### src/rtl/core/rc_throttle_softstart_ramp_unit_defines.svh
// Assertion macros shared by the RTL of the throttle soft-start ramp.
`ifndef RC_THROTTLE_SOFTSTART_RAMP_UNIT_DEFINES_SVH
`define RC_THROTTLE_SOFTSTART_RAMP_UNIT_DEFINES_SVH

// Same-cycle implication, sampled on clk and quiet during reset.
`define RCTS_ASSERT_IMP(label, ante, cons) \
  label: assert property (@(posedge clk) disable iff (rst) (ante) |-> (cons)) \
    else $error("rc throttle ramp: implication check failed");

// Next-cycle implication, sampled on clk and quiet during reset.
`define RCTS_ASSERT_NXT(label, ante, cons) \
  label: assert property (@(posedge clk) disable iff (rst) (ante) |=> (cons)) \
    else $error("rc throttle ramp: next-cycle check failed");

`endif

### src/rtl/core/rcts_pkg.sv
package rcts_pkg;

  localparam int PCT_W   = 7;
  localparam int MS_W    = 16;
  localparam int TIME_W  = 32;
  localparam int WIDTH_W = 12;
  localparam int ADDR_W  = 5;
  localparam int DATA_W  = 32;

  // Register indexes (byte address is four times the index).
  localparam logic [2:0] REG_MIN_RUN  = 3'd0;
  localparam logic [2:0] REG_KICK_PCT = 3'd1;
  localparam logic [2:0] REG_KICK_MS  = 3'd2;
  localparam logic [2:0] REG_CRAWL_MS = 3'd3;
  localparam logic [2:0] REG_FAIL_MS  = 3'd4;
  localparam logic [2:0] REG_STEP_MS  = 3'd5;
  localparam logic [2:0] REG_PUNCH    = 3'd6;

  // Register reset values.
  localparam logic [PCT_W-1:0] MIN_RUN_RST  = 7'd18;
  localparam logic [PCT_W-1:0] KICK_PCT_RST = 7'd100;
  localparam logic [MS_W-1:0]  KICK_MS_RST  = 16'd150;
  localparam logic [MS_W-1:0]  CRAWL_MS_RST = 16'd400;
  localparam logic [MS_W-1:0]  FAIL_MS_RST  = 16'd200;
  localparam logic [MS_W-1:0]  STEP_MS_RST  = 16'd10;
  localparam logic [PCT_W-1:0] PUNCH_RST    = 7'd95;

  // Pulse width window and mapping points in microseconds.
  localparam logic [WIDTH_W-1:0] W_MIN     = 12'd800;
  localparam logic [WIDTH_W-1:0] W_MAX     = 12'd2200;
  localparam logic [WIDTH_W-1:0] W_LO      = 12'd1000;
  localparam logic [WIDTH_W-1:0] W_HI      = 12'd2000;
  localparam logic [WIDTH_W-1:0] WIDTH_RST = 12'd1500;

  localparam logic [PCT_W-1:0] PCT_FULL = 7'd100;
  localparam logic [PCT_W:0]   RAMP_INC = 8'd2;

  // Width to percent: (w - 1000) / 10, clamped to 0..100. The divide by ten
  // is a multiply by 6554 / 2^16, exact for the operand range below 1000.
  function automatic logic [PCT_W-1:0] width_to_pct(input logic [WIDTH_W-1:0] w);
    logic [9:0]  x;
    logic [22:0] prod;
    begin
      x    = 10'(w - W_LO);
      prod = 23'(x) * 23'd6554;
      if (w <= W_LO) begin
        width_to_pct = '0;
      end else if (w >= W_HI) begin
        width_to_pct = PCT_FULL;
      end else begin
        width_to_pct = prod[22:16];
      end
    end
  endfunction

  // Percent to 8-bit compare value: pct * 255 / 100, or 255 above 100.
  // The divide by 100 is a multiply by 5243 / 2^19, exact up to 25500.
  function automatic logic [7:0] pct_to_pwm(input logic [PCT_W-1:0] pct);
    logic [14:0] y;
    logic [27:0] prod;
    begin
      y    = {pct, 8'b0} - 15'(pct);
      prod = 28'(y) * 28'd5243;
      if (pct > PCT_FULL) begin
        pct_to_pwm = 8'hFF;
      end else begin
        pct_to_pwm = prod[26:19];
      end
    end
  endfunction

endpackage

### src/rtl/core/rc_throttle_softstart_ramp_unit.sv
// Channel   | handshake                 | payload
// ----------+---------------------------+-----------------------------------------
// input     | in_valid / in_stall       | pulse_valid, pulse_width_us
// output    | out_valid / out_stall     | duty_pct, pwm_duty, drive_enable, target_pct
// config    | APB psel/penable/pwrite   | paddr, pwdata, prdata, pready
//
// One input transfer is taken per clock cycle while the input is not stalled; its result
// appears in the output register in the next cycle.
// rst is synchronous and active high: it loads the register defaults, clears
// the tick counter and returns the ramp state to its power-up values.
// A stalled output holds its result; the input is stalled only while a result is
// waiting in the output register and the output side stalls.

`include "rc_throttle_softstart_ramp_unit_defines.svh"

module rc_throttle_softstart_ramp_unit
  import rcts_pkg::*;
(
  input  logic                clk,
  input  logic                rst,
  // Input channel: one transfer is one millisecond tick.
  input  logic                in_valid,
  output logic                in_stall,
  input  logic                pulse_valid,
  input  logic [WIDTH_W-1:0]  pulse_width_us,
  // Output channel: one result per tick.
  output logic                out_valid,
  input  logic                out_stall,
  output logic [PCT_W-1:0]    duty_pct,
  output logic [7:0]          pwm_duty,
  output logic                drive_enable,
  output logic [PCT_W-1:0]    target_pct,
  // Configuration port.
  input  logic                psel,
  input  logic                penable,
  input  logic                pwrite,
  input  logic [ADDR_W-1:0]   paddr,
  input  logic [DATA_W-1:0]   pwdata,
  output logic [DATA_W-1:0]   prdata,
  output logic                pready
);

  // Configuration registers.
  logic [PCT_W-1:0] run_floor_pct;
  logic [PCT_W-1:0] kick_pct;
  logic [MS_W-1:0]  kick_ms;
  logic [MS_W-1:0]  crawl_time_ms;
  logic [MS_W-1:0]  silence_ms;
  logic [MS_W-1:0]  step_ms;
  logic [PCT_W-1:0] punch_pct;

  // Ramp state. All times are absolute tick numbers that wrap at 32 bits.
  logic [TIME_W-1:0]  ms_counter;
  logic [WIDTH_W-1:0] last_width;
  logic [TIME_W-1:0]  last_pulse_time;
  logic [PCT_W-1:0]   current_duty;
  logic [TIME_W-1:0]  kick_end_time;
  logic               running_flag;
  logic [TIME_W-1:0]  zero_since_time;
  logic [TIME_W-1:0]  last_step_time;

  logic [WIDTH_W-1:0] last_width_next;
  logic [TIME_W-1:0]  last_pulse_time_next;
  logic [PCT_W-1:0]   current_duty_next;
  logic [TIME_W-1:0]  kick_end_time_next;
  logic               running_flag_next;
  logic [TIME_W-1:0]  zero_since_time_next;
  logic [TIME_W-1:0]  last_step_time_next;
  logic               enable_next;

  logic               in_xfer;
  logic               cfg_write;
  logic [2:0]         cfg_index;

  logic               width_ok;
  logic [PCT_W-1:0]   tgt;
  logic               kick_over;
  logic               failsafe;
  logic               step_due;
  logic [PCT_W-1:0]   duty_settled;
  logic [PCT_W:0]     duty_up;
  logic [PCT_W:0]     duty_down;
  logic               down_ok;

  assign pready    = 1'b1;
  assign cfg_write = psel && penable && pwrite && pready;
  assign cfg_index = paddr[4:2];

  // The output register is the only buffer, so a new tick is refused only
  // while its result cannot leave.
  assign in_stall = out_valid && out_stall;
  assign in_xfer  = in_valid && !in_stall;

  // ---------------------------------------------------------------------
  // Configuration registers: written in the APB access phase, read back
  // from a plain address mux.
  // ---------------------------------------------------------------------
  always_ff @(posedge clk) begin
    if (rst) begin
      run_floor_pct <= MIN_RUN_RST;
      kick_pct      <= KICK_PCT_RST;
      kick_ms       <= KICK_MS_RST;
      crawl_time_ms <= CRAWL_MS_RST;
      silence_ms    <= FAIL_MS_RST;
      step_ms       <= STEP_MS_RST;
      punch_pct     <= PUNCH_RST;
    end else if (cfg_write) begin
      case (cfg_index)
        REG_MIN_RUN:  run_floor_pct <= pwdata[PCT_W-1:0];
        REG_KICK_PCT: kick_pct      <= pwdata[PCT_W-1:0];
        REG_KICK_MS:  kick_ms       <= pwdata[MS_W-1:0];
        REG_CRAWL_MS: crawl_time_ms <= pwdata[MS_W-1:0];
        REG_FAIL_MS:  silence_ms    <= pwdata[MS_W-1:0];
        REG_STEP_MS:  step_ms       <= pwdata[MS_W-1:0];
        REG_PUNCH:    punch_pct     <= pwdata[PCT_W-1:0];
        default: ;
      endcase
    end
  end

  always_comb begin
    case (cfg_index)
      REG_MIN_RUN:  prdata = DATA_W'(run_floor_pct);
      REG_KICK_PCT: prdata = DATA_W'(kick_pct);
      REG_KICK_MS:  prdata = DATA_W'(kick_ms);
      REG_CRAWL_MS: prdata = DATA_W'(crawl_time_ms);
      REG_FAIL_MS:  prdata = DATA_W'(silence_ms);
      REG_STEP_MS:  prdata = DATA_W'(step_ms);
      REG_PUNCH:    prdata = DATA_W'(punch_pct);
      default:      prdata = '0;
    endcase
  end

  // ---------------------------------------------------------------------
  // Tick logic. A pulse inside the 800 to 2200 us window replaces the stored
  // width and restarts the failsafe timer; anything else leaves both alone.
  // ---------------------------------------------------------------------
  assign width_ok = pulse_valid && (pulse_width_us >= W_MIN) && (pulse_width_us <= W_MAX);
  assign last_width_next      = width_ok ? pulse_width_us : last_width;
  assign last_pulse_time_next = width_ok ? ms_counter : last_pulse_time;
  assign tgt = width_to_pct(last_width_next);

  assign failsafe  = (ms_counter - last_pulse_time_next) > TIME_W'(silence_ms);
  assign kick_over = ms_counter > kick_end_time;
  assign step_due  = ((ms_counter - last_step_time) >= TIME_W'(step_ms)) && kick_over;

  // Once the kick has run out, a duty still at or above the kick level drops
  // straight to the target, but never below the minimum run level.
  always_comb begin
    if (kick_over && running_flag && (current_duty >= kick_pct)) begin
      duty_settled = (tgt < run_floor_pct) ? run_floor_pct : tgt;
    end else begin
      duty_settled = current_duty;
    end
  end

  assign duty_up   = {1'b0, duty_settled} + RAMP_INC;
  assign down_ok   = duty_settled >= PCT_W'(RAMP_INC);
  assign duty_down = {1'b0, duty_settled} - RAMP_INC;

  always_comb begin
    current_duty_next    = current_duty;
    kick_end_time_next   = kick_end_time;
    running_flag_next    = running_flag;
    zero_since_time_next = zero_since_time;
    last_step_time_next  = last_step_time;
    enable_next          = 1'b1;

    if (failsafe) begin
      // Pulse silence: drive off, the rest of the ramp state is kept.
      current_duty_next = '0;
      enable_next       = 1'b0;
    end else if ((current_duty == '0) && (tgt != '0) && kick_over) begin
      // Start from standstill: kick at kick_pct until ms_counter passes kick_end_time.
      current_duty_next  = kick_pct;
      kick_end_time_next = ms_counter + TIME_W'(kick_ms);
      running_flag_next  = 1'b1;
    end else begin
      current_duty_next = duty_settled;
      if (step_due) begin
        last_step_time_next = ms_counter;
        if (tgt >= punch_pct) begin
          current_duty_next = PCT_FULL;
        end else if (duty_settled < tgt) begin
          current_duty_next = (duty_up < {1'b0, tgt}) ? duty_up[PCT_W-1:0] : tgt;
        end else if (duty_settled > tgt) begin
          if (tgt == '0) begin
            // Ramp down to the crawl level, hold it, then cut.
            if (duty_settled > run_floor_pct) begin
              current_duty_next = (down_ok && (duty_down > {1'b0, run_floor_pct}))
                                  ? duty_down[PCT_W-1:0] : run_floor_pct;
              zero_since_time_next = ms_counter;
            end else if ((ms_counter - zero_since_time) > TIME_W'(crawl_time_ms)) begin
              current_duty_next = '0;
              running_flag_next = 1'b0;
            end
          end else begin
            current_duty_next = (duty_down > {1'b0, tgt}) ? duty_down[PCT_W-1:0] : tgt;
          end
        end
      end
    end
  end

  always_ff @(posedge clk) begin
    if (rst) begin
      ms_counter      <= '0;
      last_width      <= WIDTH_RST;
      last_pulse_time <= '0;
      current_duty    <= '0;
      kick_end_time   <= '0;
      running_flag    <= 1'b0;
      zero_since_time <= '0;
      last_step_time  <= '0;
    end else if (in_xfer) begin
      ms_counter      <= ms_counter + 1'b1;
      last_width      <= last_width_next;
      last_pulse_time <= last_pulse_time_next;
      current_duty    <= current_duty_next;
      kick_end_time   <= kick_end_time_next;
      running_flag    <= running_flag_next;
      zero_since_time <= zero_since_time_next;
      last_step_time  <= last_step_time_next;
    end
  end

  // ---------------------------------------------------------------------
  // Output register. The compare value is derived from the registered duty.
  // ---------------------------------------------------------------------
  always_ff @(posedge clk) begin
    if (rst) begin
      out_valid <= 1'b0;
    end else begin
      out_valid <= in_xfer || (out_valid && out_stall);
    end
  end

  always_ff @(posedge clk) begin
    if (in_xfer) begin
      duty_pct     <= current_duty_next;
      drive_enable <= enable_next;
      target_pct   <= tgt;
    end
  end

  assign pwm_duty = pct_to_pwm(duty_pct);

  // ---------------------------------------------------------------------
  // Assertions
  // ---------------------------------------------------------------------
  `RCTS_ASSERT_IMP(a_off_means_zero, out_valid && !drive_enable, duty_pct == '0)
  `RCTS_ASSERT_IMP(a_target_range, out_valid, target_pct <= PCT_FULL)
  `RCTS_ASSERT_NXT(a_out_tracks_state, in_xfer, out_valid && (duty_pct == current_duty))
  `RCTS_ASSERT_NXT(a_tick_advances, in_xfer, ms_counter == $past(ms_counter) + 1'b1)

endmodule

### config.mk
export PLATFORM = sky130hd
export DESIGN_NAME = rc_throttle_softstart_ramp_unit
export DESIGN_NICKNAME = d
export VERILOG_FILES = /design/src/rtl/core/rcts_pkg.sv /design/src/rtl/core/rc_throttle_softstart_ramp_unit.sv
export VERILOG_INCLUDE_DIRS = /design/src /design/src/rtl/core
export SDC_FILE = /design/constraint.sdc
export NUM_CORES = 1
export LEC_CHECK = 0
export ABC_CLOCK_PERIOD_IN_PS = 20600
export BUFFER_PORTS_ARGS = -buffer_cell sky130_fd_sc_hd__buf_2
export CORE_MARGIN = 2
export CORE_UTILIZATION = 40
export DETAILED_ROUTE_END_ITERATION = 8
export GPL_ROUTABILITY_DRIVEN = 0
export PLACE_DENSITY_LB_ADDON = 0.2
export SLEW_MARGIN = 5
export SYNTH_ARGS = -nofsm -noshare
export SYNTH_HDL_FRONTEND = slang
export SYNTH_SLANG_ARGS = --single-unit
### constraint.sdc
create_clock -name clk -period 20.6 [get_ports clk]
set_clock_uncertainty 0.2 [all_clocks]
set_input_delay 6.18 -clock clk [delete_from_list [all_inputs] [get_ports clk]]
set_output_delay 6.18 -clock clk [all_outputs]
set_load 0.01 [all_outputs]
# Yosys cells after proc, flatten, opt, wreduce, memory -nomap -nowiden
# Cells that the tools add are included.
dict set report totals {
  register_bits 281
  input_bits 57
  out_inout_bits 58
  wordCells 124
}
dict set report classes {
  add_sub_neg 9
  multipliers 2
  order_cmp 19
  eq_ne 9
  mux 29
  bitwise 4
  reduce_logical 33
}
# operator n
set ops {}
lappend ops {{$mux W7} 16}
lappend ops {{$pmux W16 S7} 1}
lappend ops {{$sub A32 B32 Y32} 3}
lappend ops {{$gt A32 B16 Y1} 2}
lappend ops {{$add A32 B1 Y32 const B} 1}
lappend ops {{$add A32 B16 Y32} 1}
lappend ops {{$ge A32 B16 Y1} 1}
lappend ops {{$gt A32 B32 Y1} 1}
lappend ops {{$mux W32} 1}
lappend ops {{$mul A15 B13 Y27 const B} 1}
lappend ops {{$mul A10 B12 Y22 const B} 1}
lappend ops {{$reduce_and A9 Y1} 2}
lappend ops {{$gt A8 B7 Y1} 2}
lappend ops {{$sub A15 B7 Y15} 1}
lappend ops {{$ge A7 B7 Y1} 2}
lappend ops {{$gt A7 B7 Y1} 2}
lappend ops {{$logic_not A7 Y1} 2}
lappend ops {{$lt A7 B7 Y1} 2}
lappend ops {{$reduce_and A2 Y1} 7}
lappend ops {{$ge A12 B10 Y1 const B} 1}
lappend ops {{$ge A12 B11 Y1 const B} 1}
lappend ops {{$le A12 B10 Y1 const B} 1}
lappend ops {{$le A12 B12 Y1 const B} 1}
lappend ops {{$logic_and A1 B1 Y1} 12}
lappend ops {{other kinds (21)} 40}

# Depth between registers and ports, before layout
dict set report depth {
  word_depth 23
  mapped_depth 57
  depth_no_buf 55
}

# Least setup slack after synthesis
# OpenSTA, ideal clock, no wires.
dict set report synth_timing {
  path_kind {in2reg}
  from {input pulse_width_us[6]}
  to {register current_duty[4]}
  setup_time_ns 0.117
  arrival_ns 17.411
  required_time_ns 20.283
  slack_ns 2.872
  cell_stages 49
  n_path_buf 4
  path_cell_list {buf_4 o311a_1 o21a_4 a31oi_2 clkbuf_1 nand2_1 o21ai_0 nand2_1 xor2_1 o21ai_0 ha_1 fa_1 fa_1 fa_1 inv_1 fa_1 inv_1 ha_1 [13 not listed] a2111oi_0 nor3b_1 o221a_2 nand3_1 o221ai_1 inv_1 ha_1 nor3b_1 xnor2_1 ha_1 nand4_1 o32ai_1 a21boi_1 buf_2 a211oi_1 nor4_1 nor3_1 a32o_1}
}
dict set report synth_via {
  elab_chain_cells 23
  elab_cells_between_ends 44
  classes_between {add/sub: 4; mul: 1; order compare: 14; mux: 18; reduce/logical: 7}
}
# element line
set synth_lines {}
lappend synth_lines {{from (decl)} rc_throttle_softstart_ramp_unit.sv:25} ;# input logic [WIDTH_W-1:0] pulse_width_us,
lappend synth_lines {{$ge A12 B10 Y1} rc_throttle_softstart_ramp_unit.sv:138} ;# assign width_ok = pulse_valid && (pulse_width_us >= W_MIN) && (pulse_width_us <= W_MAX);
lappend synth_lines {{$logic_and A1 B1 Y1 (2 in series)} rc_throttle_softstart_ramp_unit.sv:138}
lappend synth_lines {{$mux W12 *} rc_throttle_softstart_ramp_unit.sv:139} ;# assign last_width_next = width_ok ? pulse_width_us : last_width;
lappend synth_lines {{$sub A10 B10 Y10} rcts_pkg.sv:44} ;# x = 10'(w - W_LO);
lappend synth_lines {{$mul A10 B12 Y22} rcts_pkg.sv:45} ;# prod = 23'(x) * 23'd6554;
lappend synth_lines {{$mux W7} rcts_pkg.sv:48} ;# end else if (w >= W_HI) begin
lappend synth_lines {{$mux W7 *} rcts_pkg.sv:46} ;# if (w <= W_LO) begin
lappend synth_lines {{net tgt[6]} rc_throttle_softstart_ramp_unit.sv:76} ;# logic [PCT_W-1:0] tgt;
lappend synth_lines {{[7 not listed]} n/a}
lappend synth_lines {{$mux W7} rc_throttle_softstart_ramp_unit.sv:189} ;# if (duty_settled > run_floor_pct) begin
lappend synth_lines {{$mux W7} rc_throttle_softstart_ramp_unit.sv:187} ;# if (tgt == '0) begin
lappend synth_lines {{$mux W7} rc_throttle_softstart_ramp_unit.sv:186} ;# end else if (duty_settled > tgt) begin
lappend synth_lines {{$mux W7} rc_throttle_softstart_ramp_unit.sv:184} ;# end else if (duty_settled < tgt) begin
lappend synth_lines {{$mux W7} rc_throttle_softstart_ramp_unit.sv:182} ;# if (tgt >= punch_pct) begin
lappend synth_lines {{$mux W7} rc_throttle_softstart_ramp_unit.sv:180} ;# if (step_due) begin
lappend synth_lines {{$mux W7 *} rc_throttle_softstart_ramp_unit.sv:173} ;# end else if ((current_duty == '0) && (tgt != '0) && kick_over) begin
lappend synth_lines {{$mux W7 *} rc_throttle_softstart_ramp_unit.sv:169} ;# if (failsafe) begin
lappend synth_lines {{to (signal assigned)} rc_throttle_softstart_ramp_unit.sv:219} ;# current_duty <= current_duty_next;
lappend synth_lines {{to (decl)} rc_throttle_softstart_ramp_unit.sv:56} ;# logic [PCT_W-1:0] current_duty;
# The timed path passes the listed nets; every way through them passes the cells marked *.
# A chain may end at the register's enable or synchronous reset.

# Final worst setup path
dict set report layout_timing {
  from {input pulse_width_us[0]}
  to {register duty_pct[6], data pin}
}
dict set report layout_via {
  elab_chain_cells 23
  elab_cells_between_ends 44
  classes_between {add/sub: 4; mul: 1; order compare: 14; mux: 18; reduce/logical: 7}
}
# element line
set layout_lines {}
lappend layout_lines {{$ge A12 B10 Y1} rc_throttle_softstart_ramp_unit.sv:138}
lappend layout_lines {{$logic_and A1 B1 Y1 (2 in series)} rc_throttle_softstart_ramp_unit.sv:138}
lappend layout_lines {{$mux W12 *} rc_throttle_softstart_ramp_unit.sv:139}
lappend layout_lines {{$sub A10 B10 Y10} rcts_pkg.sv:44}
lappend layout_lines {{$mul A10 B12 Y22} rcts_pkg.sv:45}
lappend layout_lines {{$mux W7} rcts_pkg.sv:48}
lappend layout_lines {{$mux W7 *} rcts_pkg.sv:46}
lappend layout_lines {{net tgt[4]} rc_throttle_softstart_ramp_unit.sv:76}
lappend layout_lines {{[8 not listed]} n/a}
lappend layout_lines {{$mux W7} rc_throttle_softstart_ramp_unit.sv:187}
lappend layout_lines {{$mux W7} rc_throttle_softstart_ramp_unit.sv:186}
lappend layout_lines {{$mux W7} rc_throttle_softstart_ramp_unit.sv:184}
lappend layout_lines {{$mux W7} rc_throttle_softstart_ramp_unit.sv:182}
lappend layout_lines {{$mux W7} rc_throttle_softstart_ramp_unit.sv:180}
lappend layout_lines {{$mux W7 *} rc_throttle_softstart_ramp_unit.sv:173}
lappend layout_lines {{$mux W7 *} rc_throttle_softstart_ramp_unit.sv:169}
lappend layout_lines {{net current_duty_next[6]} rc_throttle_softstart_ramp_unit.sv:64} ;# logic [PCT_W-1:0] current_duty_next;
lappend layout_lines {{to (signal assigned)} rc_throttle_softstart_ramp_unit.sv:240} ;# duty_pct <= current_duty_next;
lappend layout_lines {{to (decl)} rc_throttle_softstart_ramp_unit.sv:29} ;# output logic [PCT_W-1:0] duty_pct,
# Marks and branches as above.

==> flow_summary_export.csv <==
group,metric,value,unit
status,status,"finished clean",
critical_path,crit_arrival,19.50,ns
sta,worst_slew_pin_slew,1.17,ns
cells_and_area,final_nets,4080,
clocking,clock_latency,0.57,ns
clocking,cts_tree,"built",
min_path,holdPathEnd,"silence_ms[1]",
synth,syn_area_per_cell,8.04,sq um
global_routing,first_global_vias,23296,
sta,setup_viol,0,
synth,yosysMostFrequentCell,"ha_1",
synth,synth.distinct_cells,104,
global_routing,grt.overflow.total,0,
synth,syn_area,28100,sq um
route,num_vias,24272,
cells_and_area,postLayoutCoreUtil,44.1,%
global_routing,grt.total_usage,22.2,%
synth,synth_top_area_share,19.0,%
synth,synth_area_leaders,"dfxtp_1 19%, ha_1 18%, fa_1 6.8%",
route,ant_nets,0,
synth,async_flop_share,0,%
route,first_pass_iters,7,
synth,synthTopCellsByCount,"403 x ha_1, 394 x inv_1, 352 x nor2_1",
floorplan,pin_count,115,
route,routedWlPerCell,17.9,microns
pwr,power_density,99.3,nW/um^2
pwr,p_leak,14.3,nW
critical_path,r2r_end,"duty_pct[6]",
floorplan,die_x,269,microns
synth,synth-seq-cells,281,
clocking,clockRootBuffer,"clkbuf_16",
clocking,cts_resized,0,
min_path,hp-class,"reg2reg",
critical_path,r2r_slack,7.77,ns
synth,ys_warn_count,0,
sta,fin_crit,19.30,ns
synth,yosysSeqAreaShare,20.6,%
synth,synth-compound-area-share,19.1,%
floorplan,start_util,40.2,%
cells_and_area,area_delta_synth_final,9.58,%
route,drc,0,
synth,synthXorXnorAreaFrac,4.52,%
critical_path,cp-start-kind,"input port",
cells_and_area,final_layout_size_suffix_gt1_share,7.23,%
global_routing,antenna_found_initial,0,
clocking,numCtsBuffers,39,
synth,synth_flop_cell,"dfxtp_1",
critical_path,crit_path_max_fanout,18,
route,vias_per_cell,5.40,
floorplan,rows,97,
critical_path,crit_required,20.81,ns
cells_and_area,num_antenna_cells,0,
sta,min_period_over_period,93.7,%
synth,muxShareOfSynthArea,5.75,%
sta,drv_slew,0,
min_path,min-delay-start,"silence_ms[1]",
critical_path,r2r_cells,45,
sta,timing.fmax,0.0518,GHz
critical_path,path_class,"in2reg",
global_routing,grt_max_degree,83,
synth,synthCells,3494,
sta,slew_headroom,22.0,%
floorplan,die_h,269,microns
sta,fin_setup_tns,0,ns
synth,synthSimpleGateAreaFrac,17.5,%
critical_path,r2r_start,"last_width[5]",
route,drtIter0Drc,1447,
route,drt_wl_total,80500,microns
synth,yosysTopAreaCell,"dfxtp_1",
sta,finalHoldViolCount,0,
synth,synth_top_family_by_area,"adder cells",
critical_path,crit_path_max_incr_delay,0.55,ns
clocking,post-cts-setup-buffer-count,0,
clocking,hold_buffers,0,
floorplan,core,69800,sq um
clocking,h-tree-depth,2,
sta,rsz0062_at_grt,"no",
clocking,clockBufferDepth,3,
global_routing,grt_pass1_wl,128000,microns
synth,synth-edff-count,15,
critical_path,path_common_cell,"ha_1",
pwr,ir_drop,0.000146,V
synth,synthAdderAreaFrac,24.8,%
place,place.port_buffers,79,
clocking,clkTransAtPathRegs,0.06,ns
min_path,min_path_cells,2,
floorplan,die_area,72300,sq um
critical_path,crit_slowest_cell,"nor3b_1",
clocking,cts_sinks,281,
place,place_hpwl,62900,microns
critical_path,cp-end-kind,"flip-flop",
run,max-cap-violations,0,
## worst max-delay path, delay by kind of cell
kind / cells / cell delay [ns]
AO/OA/AOI/OAI: 18 / 5.26
adder cells (fa/ha/maj): 9 / 3.54
AND/OR/NAND/NOR: 10 / 2.41
buffers and inverters: 8 / 1.41
XOR/XNOR: 3 / 0.67
## cells in the final DEF, fill, tap and decap left out, types with 34 or more instances in the layout
| master | count |
|---|---|
| nor2b_1 | 36 |
| mux2i_1 | 150 |
| a21o_1 | 49 |
| inv_1 | 393 |
| dfxtp_1 | 266 |
| xor2_1 | 61 |
| xnor2_1 | 84 |
| a211oi_1 | 75 |
| ha_1 | 403 |
| nand2b_1 | 34 |
| nor2_1 | 352 |
| a21oi_1 | 214 |
| nand2_1 | 327 |
| buf_4 | 44 |
| nor3_1 | 54 |
| o21ai_0 | 153 |
| buf_2 | 78 |
| nand3_1 | 74 |
| o21a_1 | 42 |
| nand4_1 | 43 |
| fa_1 | 96 |
| clkbuf_16 | 40 |
## cell type report
type                       count  area [sq um]
clock buffer                  56          1160
clock inverter                14           204
fill                        7167         39000
inverter                     399          1500
multi-input combinational   2680         20200
sequential                   281          5780
tap                          940          1180
timing repair buffer         123           734
## through the flow
step                      hold WS (ns)  area (sq um)  std cells  total power, mW  setup slack [ns]
after floorplan                  0.236         28100       3509             1.86              2.87
after global placement           0.244         29400       4423             2.34              1.10
after detailed placement         0.254         29400       4423             2.34              1.07
after CTS                        0.262         30800       4493             3.08              1.61
after global routing             0.288         30800       4493             3.34             0.465
final                            0.261         30800       4493             3.05              1.30
## worst max path at each step
stage,endpoint,slack (ns),start,depth (start not counted)
after floorplan,current_duty[4],2.87,pulse_width_us[6],49
after global placement,duty_pct[2],1.10,pulse_width_us[0],46
after detailed placement,duty_pct[2],1.07,pulse_width_us[0],52
after CTS,duty_pct[2],1.61,pulse_width_us[0],49
after global routing,duty_pct[6],0.47,pulse_width_us[0],51
final,duty_pct[6],1.30,pulse_width_us[0],48
## layer usage
| layer | global-route usage [%] | wire length [microns] | part of all wire (%) |
|---|---|---|---|
| met1 | 30.6 | 38600 | 48 |
| met2 | 37.5 | 37200 | 46 |
| met3 | 2.08 | 2830 | 3.5 |
| met4 | 5.42 | 1880 | 2.3 |
| met5 | 0 | 0 | 0 |
## cell families (layout without fill, tap and decap cells)
kind of cell,after synthesis,in the layout
flip-flops,281,281
AO/OA/AOI/OAI,798,798
multiplexers,158,158
adder cells (fa/ha/maj),499,499
other,2,17
XOR/XNOR,145,145
buffers and inverters,548,592
AND/OR/NAND/NOR,1063,1063
## flip-flops by register name, summed over array words and instances, names as in the netlist, 16 cells and up
register	count
last_pulse_time	32
kick_end_time	32
last_step_time	32
silence_ms	16
zero_since_time	32
ms_counter	32
step_ms	16
kick_ms	16
crawl_time_ms	16
## power breakdown
| part | switching, mW | internal (mW) | leakage (nW) | total, mW |
|---|---|---|---|---|
| combinational | 1.06 | 0.690 | 11.3 | 1.75 |
| clock | 0.274 | 0.445 | 0.676 | 0.719 |
| sequential | 0.00950 | 0.571 | 2.30 | 0.581 |
No activity file was read; power rests on OpenSTA's default activity.
